`config.mk`:
```
export PLATFORM = sky130hd
export DESIGN_NAME = random_matrix_fill_scatter_top_flat
export DESIGN_NICKNAME = d
export VERILOG_FILES = /design/src/sv/rmfs_pkg.sv /design/src/sv/rmfs_ifs.sv /design/src/sv/random_matrix_fill_scatter_top.sv /design/src/sv/rmfs_lane.sv /design/src/sv/rmfs_merge.sv /design/src/flat_wrapper.sv
export SDC_FILE = /design/constraint.sdc
export NUM_CORES = 2
export LEC_CHECK = 0
export BUFFER_PORTS_ARGS = -buffer_cell sky130_fd_sc_hd__buf_2
export CORE_MARGIN = 2
export CORE_UTILIZATION = 30
export DETAILED_ROUTE_END_ITERATION = 8
export PLACE_DENSITY_LB_ADDON = 0.1
export SLEW_MARGIN = 20
export SYNTH_ARGS = -nofsm -noshare
export SYNTH_HDL_FRONTEND = slang
export SYNTH_SLANG_ARGS = --single-unit
```
`constraint.sdc`:
```
create_clock -name clk -period 13.29 [get_ports clk]
set_input_delay 1.329 -clock clk [delete_from_list [all_inputs] [get_ports clk]]
set_output_delay 1.329 -clock clk [all_outputs]
set_load 0.1 [all_outputs]
```
`src/sv/rmfs_pkg.sv`:
```
`timescale 1ns / 1ps

package rmfs_pkg;

	localparam int LANES   = 4;
	localparam int LANE_IW = 2;   // lane select bits
	localparam int NV_W    = 3;   // lane count, 0..LANES
	localparam int MAX_DIM = 4096; // larger rows/cols are used as this
	localparam int DIM_W   = 13;
	localparam int ROW_W   = 13;
	localparam int COL_W   = 12;
	localparam int CNT_W   = 25;
	localparam int IDX_W   = 24;
	localparam int WORD_W  = 32;
	localparam int STEP_W  = 6;
	localparam int MOD_STEPS = 32;

	typedef enum logic [2:0] {
		REG_ROWS      = 3'd0,
		REG_COLS      = 3'd1,
		REG_TRANSPOSE = 3'd2,
		REG_CIRCULANT = 3'd3,
		REG_MODULUS   = 3'd4
	} reg_idx_t;

	typedef enum logic [1:0] {
		ST_IDLE,
		ST_SETUP,
		ST_WAIT
	} rmfs_state_t;

	typedef struct packed {
		logic [DIM_W-1:0]  m;
		logic [DIM_W-1:0]  n;
		logic              transpose;
		logic              circulant;
		logic [WORD_W-1:0] modulus;
	} cfg_t;

	typedef struct packed {
		logic [ROW_W-1:0]  row;
		logic [COL_W-1:0]  col;
		logic [WORD_W-1:0] word;
	} lane_req_t;

	typedef struct packed {
		logic [IDX_W-1:0]  index;
		logic [WORD_W-1:0] value;
	} lane_res_t;

	typedef struct packed {
		logic [IDX_W-1:0]  index;
		logic [WORD_W-1:0] value;
		logic              fill_done;
	} ent_t;

endpackage

```
`src/sv/rmfs_ifs.sv`:
```
`timescale 1ns / 1ps

interface rmfs_in_if;
	logic        valid;
	logic        ready;
	logic        restart_fill;
	logic [31:0] rand_word0;
	logic [31:0] rand_word1;
	logic [31:0] rand_word2;
	logic [31:0] rand_word3;

	modport source (output valid, output restart_fill, output rand_word0,
		output rand_word1, output rand_word2, output rand_word3, input ready);
	modport sink (input valid, input restart_fill, input rand_word0,
		input rand_word1, input rand_word2, input rand_word3, output ready);
endinterface

interface rmfs_out_if;
	logic        valid;
	logic        ready;
	logic [23:0] store_index;
	logic [31:0] store_value;
	logic        last_of_block;
	logic        fill_done;

	modport source (output valid, output store_index, output store_value,
		output last_of_block, output fill_done, input ready);
	modport sink (input valid, input store_index, input store_value,
		input last_of_block, input fill_done, output ready);
endinterface

```
`src/sv/random_matrix_fill_scatter_top.sv`:
```
`timescale 1ns / 1ps

// Random matrix fill scatter.
// in_ch carries one request per 128-bit random block: four 32-bit words and
// a restart_fill flag. Each word goes to the next element of an M x N matrix;
// out_ch gives one write request per element (store_index, store_value),
// last_of_block on the final write of a block, fill_done on the write that
// completes the matrix. A full matrix, or an empty one, gives no writes.
// Registers sit on the APB port at 4*i: rows, cols, transpose_mode,
// circulant_mode, modulus. Any register write restarts the fill at element 0.
// Timing: four lanes handle the four words side by side. A block goes from
// accept through setup to the lanes and then into the output queue; with a
// modulus each lane first runs the 32-step bit-serial remainder. Writes
// then leave one per cycle while out_ch.ready is high. The next block is
// accepted as soon as its predecessor has moved into the output queue, so
// the queue drains while the next block is in the lanes.
// Receiver stall: the output queue holds, and a finished block waits in the
// lanes until the queue is empty; in_ch.ready stays low meanwhile.
// Reset: rows = cols = 1, modes off, modulus 0, fill position at element 0.
module random_matrix_fill_scatter_top (
	input  logic        clk,
	input  logic        arst_n,
	input  logic        psel,
	input  logic        penable,
	input  logic        pwrite,
	input  logic [4:0]  paddr,
	input  logic [31:0] pwdata,
	output logic [31:0] prdata,
	output logic        pready,
	rmfs_in_if.sink     in_ch,
	rmfs_out_if.source  out_ch
);

	localparam int L = rmfs_pkg::LANES;

	// configuration registers
	logic [12:0] rows_q;
	logic [12:0] cols_q;
	logic        trans_q;
	logic        circ_q;
	logic [31:0] modulus_q;
	logic        cfg_wr;
	logic        cfg_hit;
	rmfs_pkg::reg_idx_t cfg_idx;

	// fill position
	logic [rmfs_pkg::ROW_W-1:0] row_q;
	logic [rmfs_pkg::COL_W-1:0] col_q;
	logic [rmfs_pkg::CNT_W-1:0] ew_q;
	logic [rmfs_pkg::CNT_W-1:0] total_q;

	// captured block
	logic        restart_s1;
	logic [31:0] word_s1 [L];

	rmfs_pkg::rmfs_state_t state_q, state_d;
	rmfs_pkg::cfg_t        cfg;

	logic [rmfs_pkg::DIM_W-1:0]  m_dim, n_dim;
	logic [2*rmfs_pkg::DIM_W-1:0] total_prod;
	logic [rmfs_pkg::CNT_W-1:0]  ew_base;
	logic [rmfs_pkg::CNT_W-1:0]  remain;
	logic [rmfs_pkg::NV_W-1:0]   nvalid;
	logic [rmfs_pkg::NV_W-1:0]   nvalid_q;
	logic [rmfs_pkg::ROW_W-1:0]  pos_row [L+1];
	logic [rmfs_pkg::COL_W-1:0]  pos_col [L+1];
	logic [L-1:0]                fd;
	logic [L-1:0]                fd_q;

	logic                 in_acc;
	logic                 lane_start;
	logic                 mrg_load;
	logic                 mrg_empty;
	logic [L-1:0]         lane_done;
	rmfs_pkg::lane_req_t  lane_req [L];
	rmfs_pkg::lane_res_t  lane_res [L];
	rmfs_pkg::ent_t       mrg_ent  [L];

	// ---------------- APB register file ----------------
	assign pready  = 1'b1;
	assign cfg_wr  = psel && penable && pwrite && pready;
	assign cfg_idx = rmfs_pkg::reg_idx_t'(paddr[4:2]);

	always_comb begin
		case (cfg_idx)
			rmfs_pkg::REG_ROWS:      cfg_hit = 1'b1;
			rmfs_pkg::REG_COLS:      cfg_hit = 1'b1;
			rmfs_pkg::REG_TRANSPOSE: cfg_hit = 1'b1;
			rmfs_pkg::REG_CIRCULANT: cfg_hit = 1'b1;
			rmfs_pkg::REG_MODULUS:   cfg_hit = 1'b1;
			default:                 cfg_hit = 1'b0;
		endcase
	end

	always_ff @(posedge clk or negedge arst_n) begin
		if (!arst_n) begin
			rows_q    <= 13'd1;
			cols_q    <= 13'd1;
			trans_q   <= 1'b0;
			circ_q    <= 1'b0;
			modulus_q <= '0;
		end else if (cfg_wr) begin
			case (cfg_idx)
				rmfs_pkg::REG_ROWS:      rows_q    <= pwdata[12:0];
				rmfs_pkg::REG_COLS:      cols_q    <= pwdata[12:0];
				rmfs_pkg::REG_TRANSPOSE: trans_q   <= pwdata[0];
				rmfs_pkg::REG_CIRCULANT: circ_q    <= pwdata[0];
				rmfs_pkg::REG_MODULUS:   modulus_q <= pwdata;
				default: ;
			endcase
		end
	end

	always_comb begin
		case (cfg_idx)
			rmfs_pkg::REG_ROWS:      prdata = {19'd0, rows_q};
			rmfs_pkg::REG_COLS:      prdata = {19'd0, cols_q};
			rmfs_pkg::REG_TRANSPOSE: prdata = {31'd0, trans_q};
			rmfs_pkg::REG_CIRCULANT: prdata = {31'd0, circ_q};
			rmfs_pkg::REG_MODULUS:   prdata = modulus_q;
			default:                 prdata = '0;
		endcase
	end

	// oversized dimensions are used as MAX_DIM
	assign m_dim = ({19'd0, rows_q} > 32'(rmfs_pkg::MAX_DIM)) ?
		13'(rmfs_pkg::MAX_DIM) : rows_q;
	assign n_dim = ({19'd0, cols_q} > 32'(rmfs_pkg::MAX_DIM)) ?
		13'(rmfs_pkg::MAX_DIM) : cols_q;
	assign total_prod = (2*rmfs_pkg::DIM_W)'(m_dim) * (2*rmfs_pkg::DIM_W)'(n_dim);

	assign cfg.m         = m_dim;
	assign cfg.n         = n_dim;
	assign cfg.transpose = trans_q;
	assign cfg.circulant = circ_q;
	assign cfg.modulus   = modulus_q;

	// element count, registered; the user is bound to change config only while idle, the block leaves this to the user
	always_ff @(posedge clk or negedge arst_n) begin
		if (!arst_n)
			total_q <= rmfs_pkg::CNT_W'(1);
		else
			total_q <= total_prod[rmfs_pkg::CNT_W-1:0];
	end

	// ---------------- block setup ----------------
	assign in_acc = in_ch.valid && in_ch.ready;

	always_ff @(posedge clk) begin
		if (in_acc) begin
			restart_s1 <= in_ch.restart_fill;
			word_s1[0] <= in_ch.rand_word0;
			word_s1[1] <= in_ch.rand_word1;
			word_s1[2] <= in_ch.rand_word2;
			word_s1[3] <= in_ch.rand_word3;
		end
	end

	assign ew_base = restart_s1 ? '0 : ew_q;

	always_comb begin
		remain = total_q - ew_base;
		if (ew_base >= total_q)
			nvalid = '0;
		else if (remain >= rmfs_pkg::CNT_W'(L))
			nvalid = rmfs_pkg::NV_W'(L);
		else
			nvalid = remain[rmfs_pkg::NV_W-1:0];
	end

	// element position for each lane: walk one step per lane
	always_comb begin
		logic [rmfs_pkg::COL_W:0] col_inc;
		pos_row[0] = restart_s1 ? '0 : row_q;
		pos_col[0] = restart_s1 ? '0 : col_q;
		for (int i = 0; i < L; i++) begin
			col_inc = {1'b0, pos_col[i]} + 13'd1;
			if (col_inc >= n_dim) begin
				pos_col[i+1] = '0;
				pos_row[i+1] = pos_row[i] + rmfs_pkg::ROW_W'(1);
			end else begin
				pos_col[i+1] = col_inc[rmfs_pkg::COL_W-1:0];
				pos_row[i+1] = pos_row[i];
			end
		end
	end

	always_comb begin
		for (int i = 0; i < L; i++) begin
			fd[i] = ((ew_base + rmfs_pkg::CNT_W'(i + 1)) == total_q);
			lane_req[i].row  = pos_row[i];
			lane_req[i].col  = pos_col[i];
			lane_req[i].word = word_s1[i];
		end
	end

	always_ff @(posedge clk or negedge arst_n) begin
		if (!arst_n) begin
			row_q <= '0;
			col_q <= '0;
			ew_q  <= '0;
		end else if (cfg_wr && cfg_hit) begin
			row_q <= '0;
			col_q <= '0;
			ew_q  <= '0;
		end else if (state_q == rmfs_pkg::ST_SETUP) begin
			row_q <= pos_row[nvalid];
			col_q <= pos_col[nvalid];
			ew_q  <= ew_base + rmfs_pkg::CNT_W'(nvalid);
		end
	end

	always_ff @(posedge clk) begin
		if (lane_start) begin
			nvalid_q <= nvalid;
			fd_q     <= fd;
		end
	end

	// ---------------- sequencer ----------------
	always_ff @(posedge clk or negedge arst_n) begin
		if (!arst_n)
			state_q <= rmfs_pkg::ST_IDLE;
		else
			state_q <= state_d;
	end

	always_comb begin
		state_d = state_q;
		case (state_q)
			rmfs_pkg::ST_IDLE:
				if (in_acc)
					state_d = rmfs_pkg::ST_SETUP;
			rmfs_pkg::ST_SETUP:
				state_d = (nvalid == '0) ? rmfs_pkg::ST_IDLE : rmfs_pkg::ST_WAIT;
			rmfs_pkg::ST_WAIT:
				if ((&lane_done) && mrg_empty)
					state_d = rmfs_pkg::ST_IDLE;
			default:
				state_d = rmfs_pkg::ST_IDLE;
		endcase
	end

	always_comb begin
		in_ch.ready = 1'b0;
		lane_start  = 1'b0;
		mrg_load    = 1'b0;
		case (state_q)
			rmfs_pkg::ST_IDLE:  in_ch.ready = 1'b1;
			rmfs_pkg::ST_SETUP: lane_start  = (nvalid != '0);
			rmfs_pkg::ST_WAIT:  mrg_load    = (&lane_done) && mrg_empty;
			default: ;
		endcase
	end

	// ---------------- lanes ----------------
	for (genvar g = 0; g < L; g++) begin : g_lane
		rmfs_lane u_lane (
			.clk    (clk),
			.arst_n (arst_n),
			.start  (lane_start),
			.ack    (mrg_load),
			.cfg    (cfg),
			.req    (lane_req[g]),
			.done   (lane_done[g]),
			.res    (lane_res[g])
		);
		assign mrg_ent[g].index     = lane_res[g].index;
		assign mrg_ent[g].value     = lane_res[g].value;
		assign mrg_ent[g].fill_done = fd_q[g];
	end

	// ---------------- merge / output queue ----------------
	rmfs_merge u_merge (
		.clk    (clk),
		.arst_n (arst_n),
		.load   (mrg_load),
		.count  (nvalid_q),
		.ent    (mrg_ent),
		.empty  (mrg_empty),
		.out_ch (out_ch)
	);

	// ---------------- assertions ----------------
	a_load_when_empty: assert property (@(posedge clk) disable iff (!arst_n)
		mrg_load |-> mrg_empty && (&lane_done))
		else $error("output queue loaded while busy or lanes unfinished");

	a_count_bound: assert property (@(posedge clk) disable iff (!arst_n)
		ew_q <= total_q || $past(cfg_wr && cfg_hit))
		else $error("elements written exceeds matrix size");

	a_no_accept_busy: assert property (@(posedge clk) disable iff (!arst_n)
		in_acc |=> state_q == rmfs_pkg::ST_SETUP && !mrg_load)
		else $error("block accepted outside idle");

	a_count_nonzero: assert property (@(posedge clk) disable iff (!arst_n)
		mrg_load |-> nvalid_q != '0 && nvalid_q <= rmfs_pkg::NV_W'(L))
		else $error("bad lane count at queue load");

endmodule

```
`src/sv/rmfs_lane.sv`:
```
`timescale 1ns / 1ps

module rmfs_lane (
	input  logic                clk,
	input  logic                arst_n,
	input  logic                start,
	input  logic                ack,
	input  rmfs_pkg::cfg_t      cfg,
	input  rmfs_pkg::lane_req_t req,
	output logic                done,
	output rmfs_pkg::lane_res_t res
);

	logic                          busy_q;
	logic [rmfs_pkg::STEP_W-1:0]   cnt_q;
	logic [rmfs_pkg::ROW_W-1:0]    row_q;
	logic [rmfs_pkg::COL_W-1:0]    col_q;
	logic [rmfs_pkg::WORD_W-1:0]   div_q;
	logic [rmfs_pkg::WORD_W-1:0]   rem_q;
	logic [2*rmfs_pkg::DIM_W-1:0]  prod_q;

	logic [rmfs_pkg::COL_W-1:0]    cc;
	logic [rmfs_pkg::DIM_W-1:0]    mul_a;
	logic [rmfs_pkg::DIM_W-1:0]    mul_b;
	logic [rmfs_pkg::DIM_W-1:0]    addend;
	logic [2*rmfs_pkg::DIM_W-1:0]  idx_sum;
	logic [rmfs_pkg::WORD_W:0]     trial;
	logic                          stepping;

	assign stepping = busy_q && (cnt_q != '0);

	// circulant column: (N - c) mod N
	always_comb begin
		cc = col_q;
		if (cfg.circulant && (col_q != '0))
			cc = rmfs_pkg::COL_W'(cfg.n - {1'b0, col_q});
	end

	always_comb begin
		if (cfg.transpose) begin
			mul_a  = {1'b0, cc};
			mul_b  = cfg.m;
			addend = row_q;
		end else begin
			mul_a  = row_q;
			mul_b  = cfg.n;
			addend = {1'b0, cc};
		end
	end

	// restoring remainder step, one dividend bit per cycle
	assign trial = {rem_q, div_q[rmfs_pkg::WORD_W-1]};

	always_ff @(posedge clk or negedge arst_n) begin
		if (!arst_n) begin
			busy_q <= 1'b0;
			cnt_q  <= '0;
		end else if (start) begin
			busy_q <= 1'b1;
			cnt_q  <= (cfg.modulus == '0) ? rmfs_pkg::STEP_W'(1)
				: rmfs_pkg::STEP_W'(rmfs_pkg::MOD_STEPS);
		end else if (ack) begin
			busy_q <= 1'b0;
		end else if (stepping) begin
			cnt_q <= cnt_q - rmfs_pkg::STEP_W'(1);
		end
	end

	always_ff @(posedge clk) begin
		prod_q <= (2*rmfs_pkg::DIM_W)'(mul_a) * (2*rmfs_pkg::DIM_W)'(mul_b);
		if (start) begin
			row_q <= req.row;
			col_q <= req.col;
			div_q <= req.word;
			rem_q <= '0;
		end else if (stepping && (cfg.modulus != '0)) begin
			div_q <= {div_q[rmfs_pkg::WORD_W-2:0], 1'b0};
			if (trial >= {1'b0, cfg.modulus})
				rem_q <= rmfs_pkg::WORD_W'(trial - {1'b0, cfg.modulus});
			else
				rem_q <= trial[rmfs_pkg::WORD_W-1:0];
		end
	end

	assign idx_sum   = prod_q + {{rmfs_pkg::DIM_W{1'b0}}, addend};
	assign done      = busy_q && (cnt_q == '0);
	assign res.index = idx_sum[rmfs_pkg::IDX_W-1:0];
	assign res.value = (cfg.modulus == '0) ? div_q : rem_q;

endmodule

```
`src/sv/rmfs_merge.sv`:
```
`timescale 1ns / 1ps

module rmfs_merge (
	input  logic                       clk,
	input  logic                       arst_n,
	input  logic                       load,
	input  logic [rmfs_pkg::NV_W-1:0]  count,
	input  rmfs_pkg::ent_t             ent [rmfs_pkg::LANES],
	output logic                       empty,
	rmfs_out_if.source                 out_ch
);

	rmfs_pkg::ent_t                ent_q [rmfs_pkg::LANES];
	logic [rmfs_pkg::NV_W-1:0]     cnt_q;
	logic [rmfs_pkg::NV_W-1:0]     rd_q;
	rmfs_pkg::ent_t                head;

	assign empty = (rd_q == cnt_q);
	assign head  = ent_q[rd_q[rmfs_pkg::LANE_IW-1:0]];

	always_ff @(posedge clk or negedge arst_n) begin
		if (!arst_n) begin
			cnt_q <= '0;
			rd_q  <= '0;
		end else if (load) begin
			cnt_q <= count;
			rd_q  <= '0;
		end else if (out_ch.valid && out_ch.ready) begin
			rd_q <= rd_q + rmfs_pkg::NV_W'(1);
		end
	end

	always_ff @(posedge clk) begin
		if (load)
			ent_q <= ent;
	end

	assign out_ch.valid         = !empty;
	assign out_ch.store_index   = head.index;
	assign out_ch.store_value   = head.value;
	assign out_ch.fill_done     = head.fill_done;
	assign out_ch.last_of_block = ((rd_q + rmfs_pkg::NV_W'(1)) == cnt_q);

endmodule

```
`src/flat_wrapper.sv`:
```
// flat-port wrapper written by rule: the top's interface ports become plain ports
module random_matrix_fill_scatter_top_flat 
  (clk, arst_n, psel, penable, pwrite, paddr, pwdata, prdata, pready, in_ch_valid, in_ch_restart_fill, in_ch_rand_word0, in_ch_rand_word1, in_ch_rand_word2, in_ch_rand_word3, in_ch_ready, out_ch_valid, out_ch_store_index, out_ch_store_value, out_ch_last_of_block, out_ch_fill_done, out_ch_ready);
  rmfs_in_if in_ch_i ();
  rmfs_out_if out_ch_i ();
  input  logic clk;
  input  logic arst_n;
  input  logic psel;
  input  logic penable;
  input  logic pwrite;
  input  logic [4:0] paddr;
  input  logic [31:0] pwdata;
  output logic [31:0] prdata;
  output logic pready;
  input wire logic [$bits(in_ch_i.valid)-1:0] in_ch_valid;
  input wire logic [$bits(in_ch_i.restart_fill)-1:0] in_ch_restart_fill;
  input wire logic [$bits(in_ch_i.rand_word0)-1:0] in_ch_rand_word0;
  input wire logic [$bits(in_ch_i.rand_word1)-1:0] in_ch_rand_word1;
  input wire logic [$bits(in_ch_i.rand_word2)-1:0] in_ch_rand_word2;
  input wire logic [$bits(in_ch_i.rand_word3)-1:0] in_ch_rand_word3;
  output wire logic [$bits(in_ch_i.ready)-1:0] in_ch_ready;
  output wire logic [$bits(out_ch_i.valid)-1:0] out_ch_valid;
  output wire logic [$bits(out_ch_i.store_index)-1:0] out_ch_store_index;
  output wire logic [$bits(out_ch_i.store_value)-1:0] out_ch_store_value;
  output wire logic [$bits(out_ch_i.last_of_block)-1:0] out_ch_last_of_block;
  output wire logic [$bits(out_ch_i.fill_done)-1:0] out_ch_fill_done;
  input wire logic [$bits(out_ch_i.ready)-1:0] out_ch_ready;
  assign in_ch_i.valid = in_ch_valid;
  assign in_ch_i.restart_fill = in_ch_restart_fill;
  assign in_ch_i.rand_word0 = in_ch_rand_word0;
  assign in_ch_i.rand_word1 = in_ch_rand_word1;
  assign in_ch_i.rand_word2 = in_ch_rand_word2;
  assign in_ch_i.rand_word3 = in_ch_rand_word3;
  assign in_ch_ready = in_ch_i.ready;
  assign out_ch_valid = out_ch_i.valid;
  assign out_ch_store_index = out_ch_i.store_index;
  assign out_ch_store_value = out_ch_i.store_value;
  assign out_ch_last_of_block = out_ch_i.last_of_block;
  assign out_ch_fill_done = out_ch_i.fill_done;
  assign out_ch_i.ready = out_ch_ready;
  random_matrix_fill_scatter_top u_core (.clk(clk), .arst_n(arst_n), .psel(psel), .penable(penable), .pwrite(pwrite), .paddr(paddr), .pwdata(pwdata), .prdata(prdata), .pready(pready), .in_ch(in_ch_i), .out_ch(out_ch_i));
endmodule
```
==> impl_results.md <==
* Status: finished, final reports clean
* Relative slew slack at around 23%
* CP arrival at approximately 13 ns
* Global route overflow at 0
* Area Overhead vs Synth at 12.9%
* Mapped Nets at 10200
* H-tree depth at 4
* Fraction of layout cells with a size suffix above 1 at 11.3%
* Peak supply drop at between 0.15 and 0.2 mV
* Primary FF master, synth: edfxtp_1
* Mapped Area at approximately 83000 µm²
* Pre-antenna DRT Iters at 6
* Initial antenna violation count at 55
* TritonCTS Buffers at ~140
* Via count at 65100
* Detailed placer's ending HPWL at about 240 mm
* Number of core rows at 192
* Final worst path period need at 12.28 ns
* Clk root buf: clkbuf_16
* Clock Pin Slew Worst Setup and Hold Paths at 0.06 ns
* Die height at ~530 µm
* Async SR Flop Fraction at around 17%
* Buffers on Ports at approximately 260
* Synth Warn # at 0
* CP max FO at 11
* Die span in x at approximately 530 µm
* Fin crit share at slightly above 90%
* Fin util at roughly 34%
* Setup TNS at 0 ns
* Mapped Avg Cell Area at 9.42 µm²
* Seq/Total Area, Yosys at a little under a third
* # hold bufs at CTS at 0
* WP data required at ~14 ns
* Dpl cells at 12600
* DRT antenna net count at 0
* 1st-iter DRT viols at 5205
* Initial Utilization at 30.2%
* I/O Pins at roughly 270
* Largest net degree at the start of global routing at 71
* CTS tree: done
* Max Slew Vio Count at 0
* Library cells used by synthesis at 110
* PwrDens at between 200 and 300 nW/µm²
* Post-synth EDFFs at between 500 and 600
* CTS sink count at just under 1000
* Core ar. at around 270000 µm²
* GP Congestion at a little over 0.9
* Leak Pwr at just over 40 nW
* Vias in the first global route at around 65000
* Slowest stage delay, CP at 0.42 ns
* Commonest non-fill, non-tap cells in the layout: 1376 x nand2_1, 964 x inv_1, 694 x nor2_1
* Final Non-Filler Cells at between 10000 and 15000
* Final hold vios at 0
* Nets at 10500
* Commonest non-fill, non-tap cell in the layout: nand2_1
* Flop and latch count out of synthesis at between 900 and 1000
* Maximum clock frequency at between 80 and 90 MHz
* Die area at between 200000 and 300000 µm²
* Critical Path Source Type: flip-flop
* Hold WC Path Type: flip-flop to flip-flop
* Clk buf depth at 4
* CP max-delay cell: edfxtp_1
* WL/cell at about 25 µm
* Via/cell ratio at roughly 5
* Top cell by count, worst path: ha_1
* Clock Skew at 0.0811 ns
* DRT Wirelength at ~320 mm
* First-pass GRT wire length at 460 mm
* Setup violators final at 0
* # DRC at 0
* Worst Tran Pin Value at 1.16 ns
* Post-Syn Instances at 8800
* RSZ-0062 raised after global routing: no
* Max cap viols at 0
* Clock Latency Late Sink at a little over 0.8 ns
* Setup CP Type: flip-flop to flip-flop
* Total Routing Usage GR at between 20 and 25%
* Kind of end point of the critical path: flip-flop
[report_power, final]
| part | total [mW] | switching, mW | internal (mW) |
|---|---|---|---|
| Sequential | 5.37 | 0.886 | 4.48 |
| Combinational | 14.7 | 9.25 | 5.49 |
| Clock | 3.65 | 1.49 | 2.16 |
| Total | 23.7 | 11.6 | 12.1 |
[repair_timing]
action / CTS / global route
setup buffers: 0 / 1
gates resized for setup: 0 / 5
endpoints found under the setup margin: 0 / 6
endpoints found under the hold margin: 0 / 0
[Yosys cell counts (11+ instances only)]
cell	n	area share (%)
xor2_1	160	1.7
nor3_1	139	0.84
a221oi_1	12	0.13
and4_1	11	0.12
and2_1	111	0.84
mux2i_1	103	1.2
mux4_2	60	1.6
nand2b_1	50	0.38
a21boi_0	36	0.33
nand3_1	123	0.74
buf_2	38	0.23
nor2_1	701	3.2
a211oi_1	24	0.22
buf_1	33	0.15
a21o_1	129	1.2
inv_1	964	4.4
clkbuf_1	277	1.3
o21ai_0	363	2.2
mux2_2	192	2.6
o22ai_1	21	0.16
a22oi_1	18	0.16
or3_1	17	0.13
o31ai_1	22	0.20
nand4_1	75	0.57
or2_2	16	0.12
ha_1	642	9.7
nand2_1	1377	6.2
a31oi_1	54	0.41
xnor2_1	364	3.8
nor2b_1	115	0.87
a22o_1	37	0.39
o21bai_1	84	0.76
o211ai_1	28	0.25
and3_1	52	0.39
dfrtp_1	165	5.0
nor4_1	43	0.32
o21ai_1	19	0.11
fa_1	614	15
clkinv_1	12	0.054
o2111ai_1	13	0.14
edfxtp_1	592	21
a21oi_1	444	2.7
o21a_1	39	0.35
dfxtp_1	224	5.4
[final timing paths]
path,start,endpoint,slack (ns),cells past startpoint
worst max-delay path,u_core.restart_s1$_DFFE_PP_,u_core.row_q[7]$_DFFE_PN0P_,1.01,55
min in group asynchronous,arst_n,u_core.total_q[9]$_DFF_PN0_,0.50,1
worst min register to register,u_core.fd_q[2]$_DFFE_PP_,u_core.u_merge.ent_q[57]$_DFFE_PP_,0.42,0
max in group asynchronous,arst_n,u_core.trans_q$_DFFE_PN0P_,10.62,3
worst min-delay path,u_core.fd_q[2]$_DFFE_PP_,u_core.u_merge.ent_q[57]$_DFFE_PP_,0.42,0
worst max register to register,u_core.restart_s1$_DFFE_PP_,u_core.row_q[7]$_DFFE_PN0P_,1.01,55
[through the flow]
step	hold slack (ns)	power [mW]	cell area (µm²)	worst slack, ns
after floorplan	0.400	15.5	82900	0.580
after global placement	0.410	20.1	89200	0.827
after detailed placement	0.405	20.2	89200	0.862
after CTS	0.418	24.0	93500	0.773
after global routing	0.425	25.8	93600	0.0354
final	0.417	23.7	93600	1.01
[kinds of logic after synthesis]
family | count (synthesis) | synth area share [%]
AO/OA/AOI/OAI | 1453 | 11.0
XOR/XNOR | 525 | 5.56
multiplexers | 355 | 5.48
adder cells (fa/ha/maj) | 1256 | 24.5
AND/OR/NAND/NOR | 2890 | 15.4
other | 1 | 0.00452
flip-flops | 984 | 31.9
buffers and inverters | 1336 | 6.14
[sequential cells by signal (all words and copies together) (netlist names), 32 cells and up]
signal                       flops
u_core.u_merge.ent_q           228
u_core.g_lane.u_lane.div_q     128
u_core.g_lane.u_lane.rem_q     128
u_core.word_s1                 128
u_core.g_lane.u_lane.prod_q     96
u_core.g_lane.u_lane.row_q      52
u_core.g_lane.u_lane.col_q      48
u_core.modulus_q                32
[routing by layer]
metal / vias up / part of all wire (%) / global-route usage (%)
met5: - / 0.0041 / 0
met4: 2 / 2.6 / 5.61
met3: 308 / 5.8 / 3.12
met2: 1829 / 42 / 33.6
met1: 32700 / 49 / 33.4
li1: 30200 / - / -
[critical path: cells and delay by family (launching register included)]
family / cells / cell delay (ns)
adders and majority gates: 7 / 1.80
buffers and inverters: 7 / 0.97
AOI/OAI and AO/OA: 15 / 3.50
and+or+nand+nor: 22 / 4.62
DFF: 1 / 0.42
xor gates and xnor gates: 4 / 0.86
[final cells by class]
cell class / instances / area [µm²]
diodes: 13 / 32.5
clock buffers: 175 / 3690
clock inverters: 62 / 601
fillers: 28300 / 181000
inverters: 981 / 3690
multi-input cells: 6480 / 51600
flip-flops and latches: 984 / 26500
well taps: 3686 / 4610
repair buffers: 464 / 2840
(Power assumes the default switching activity.)
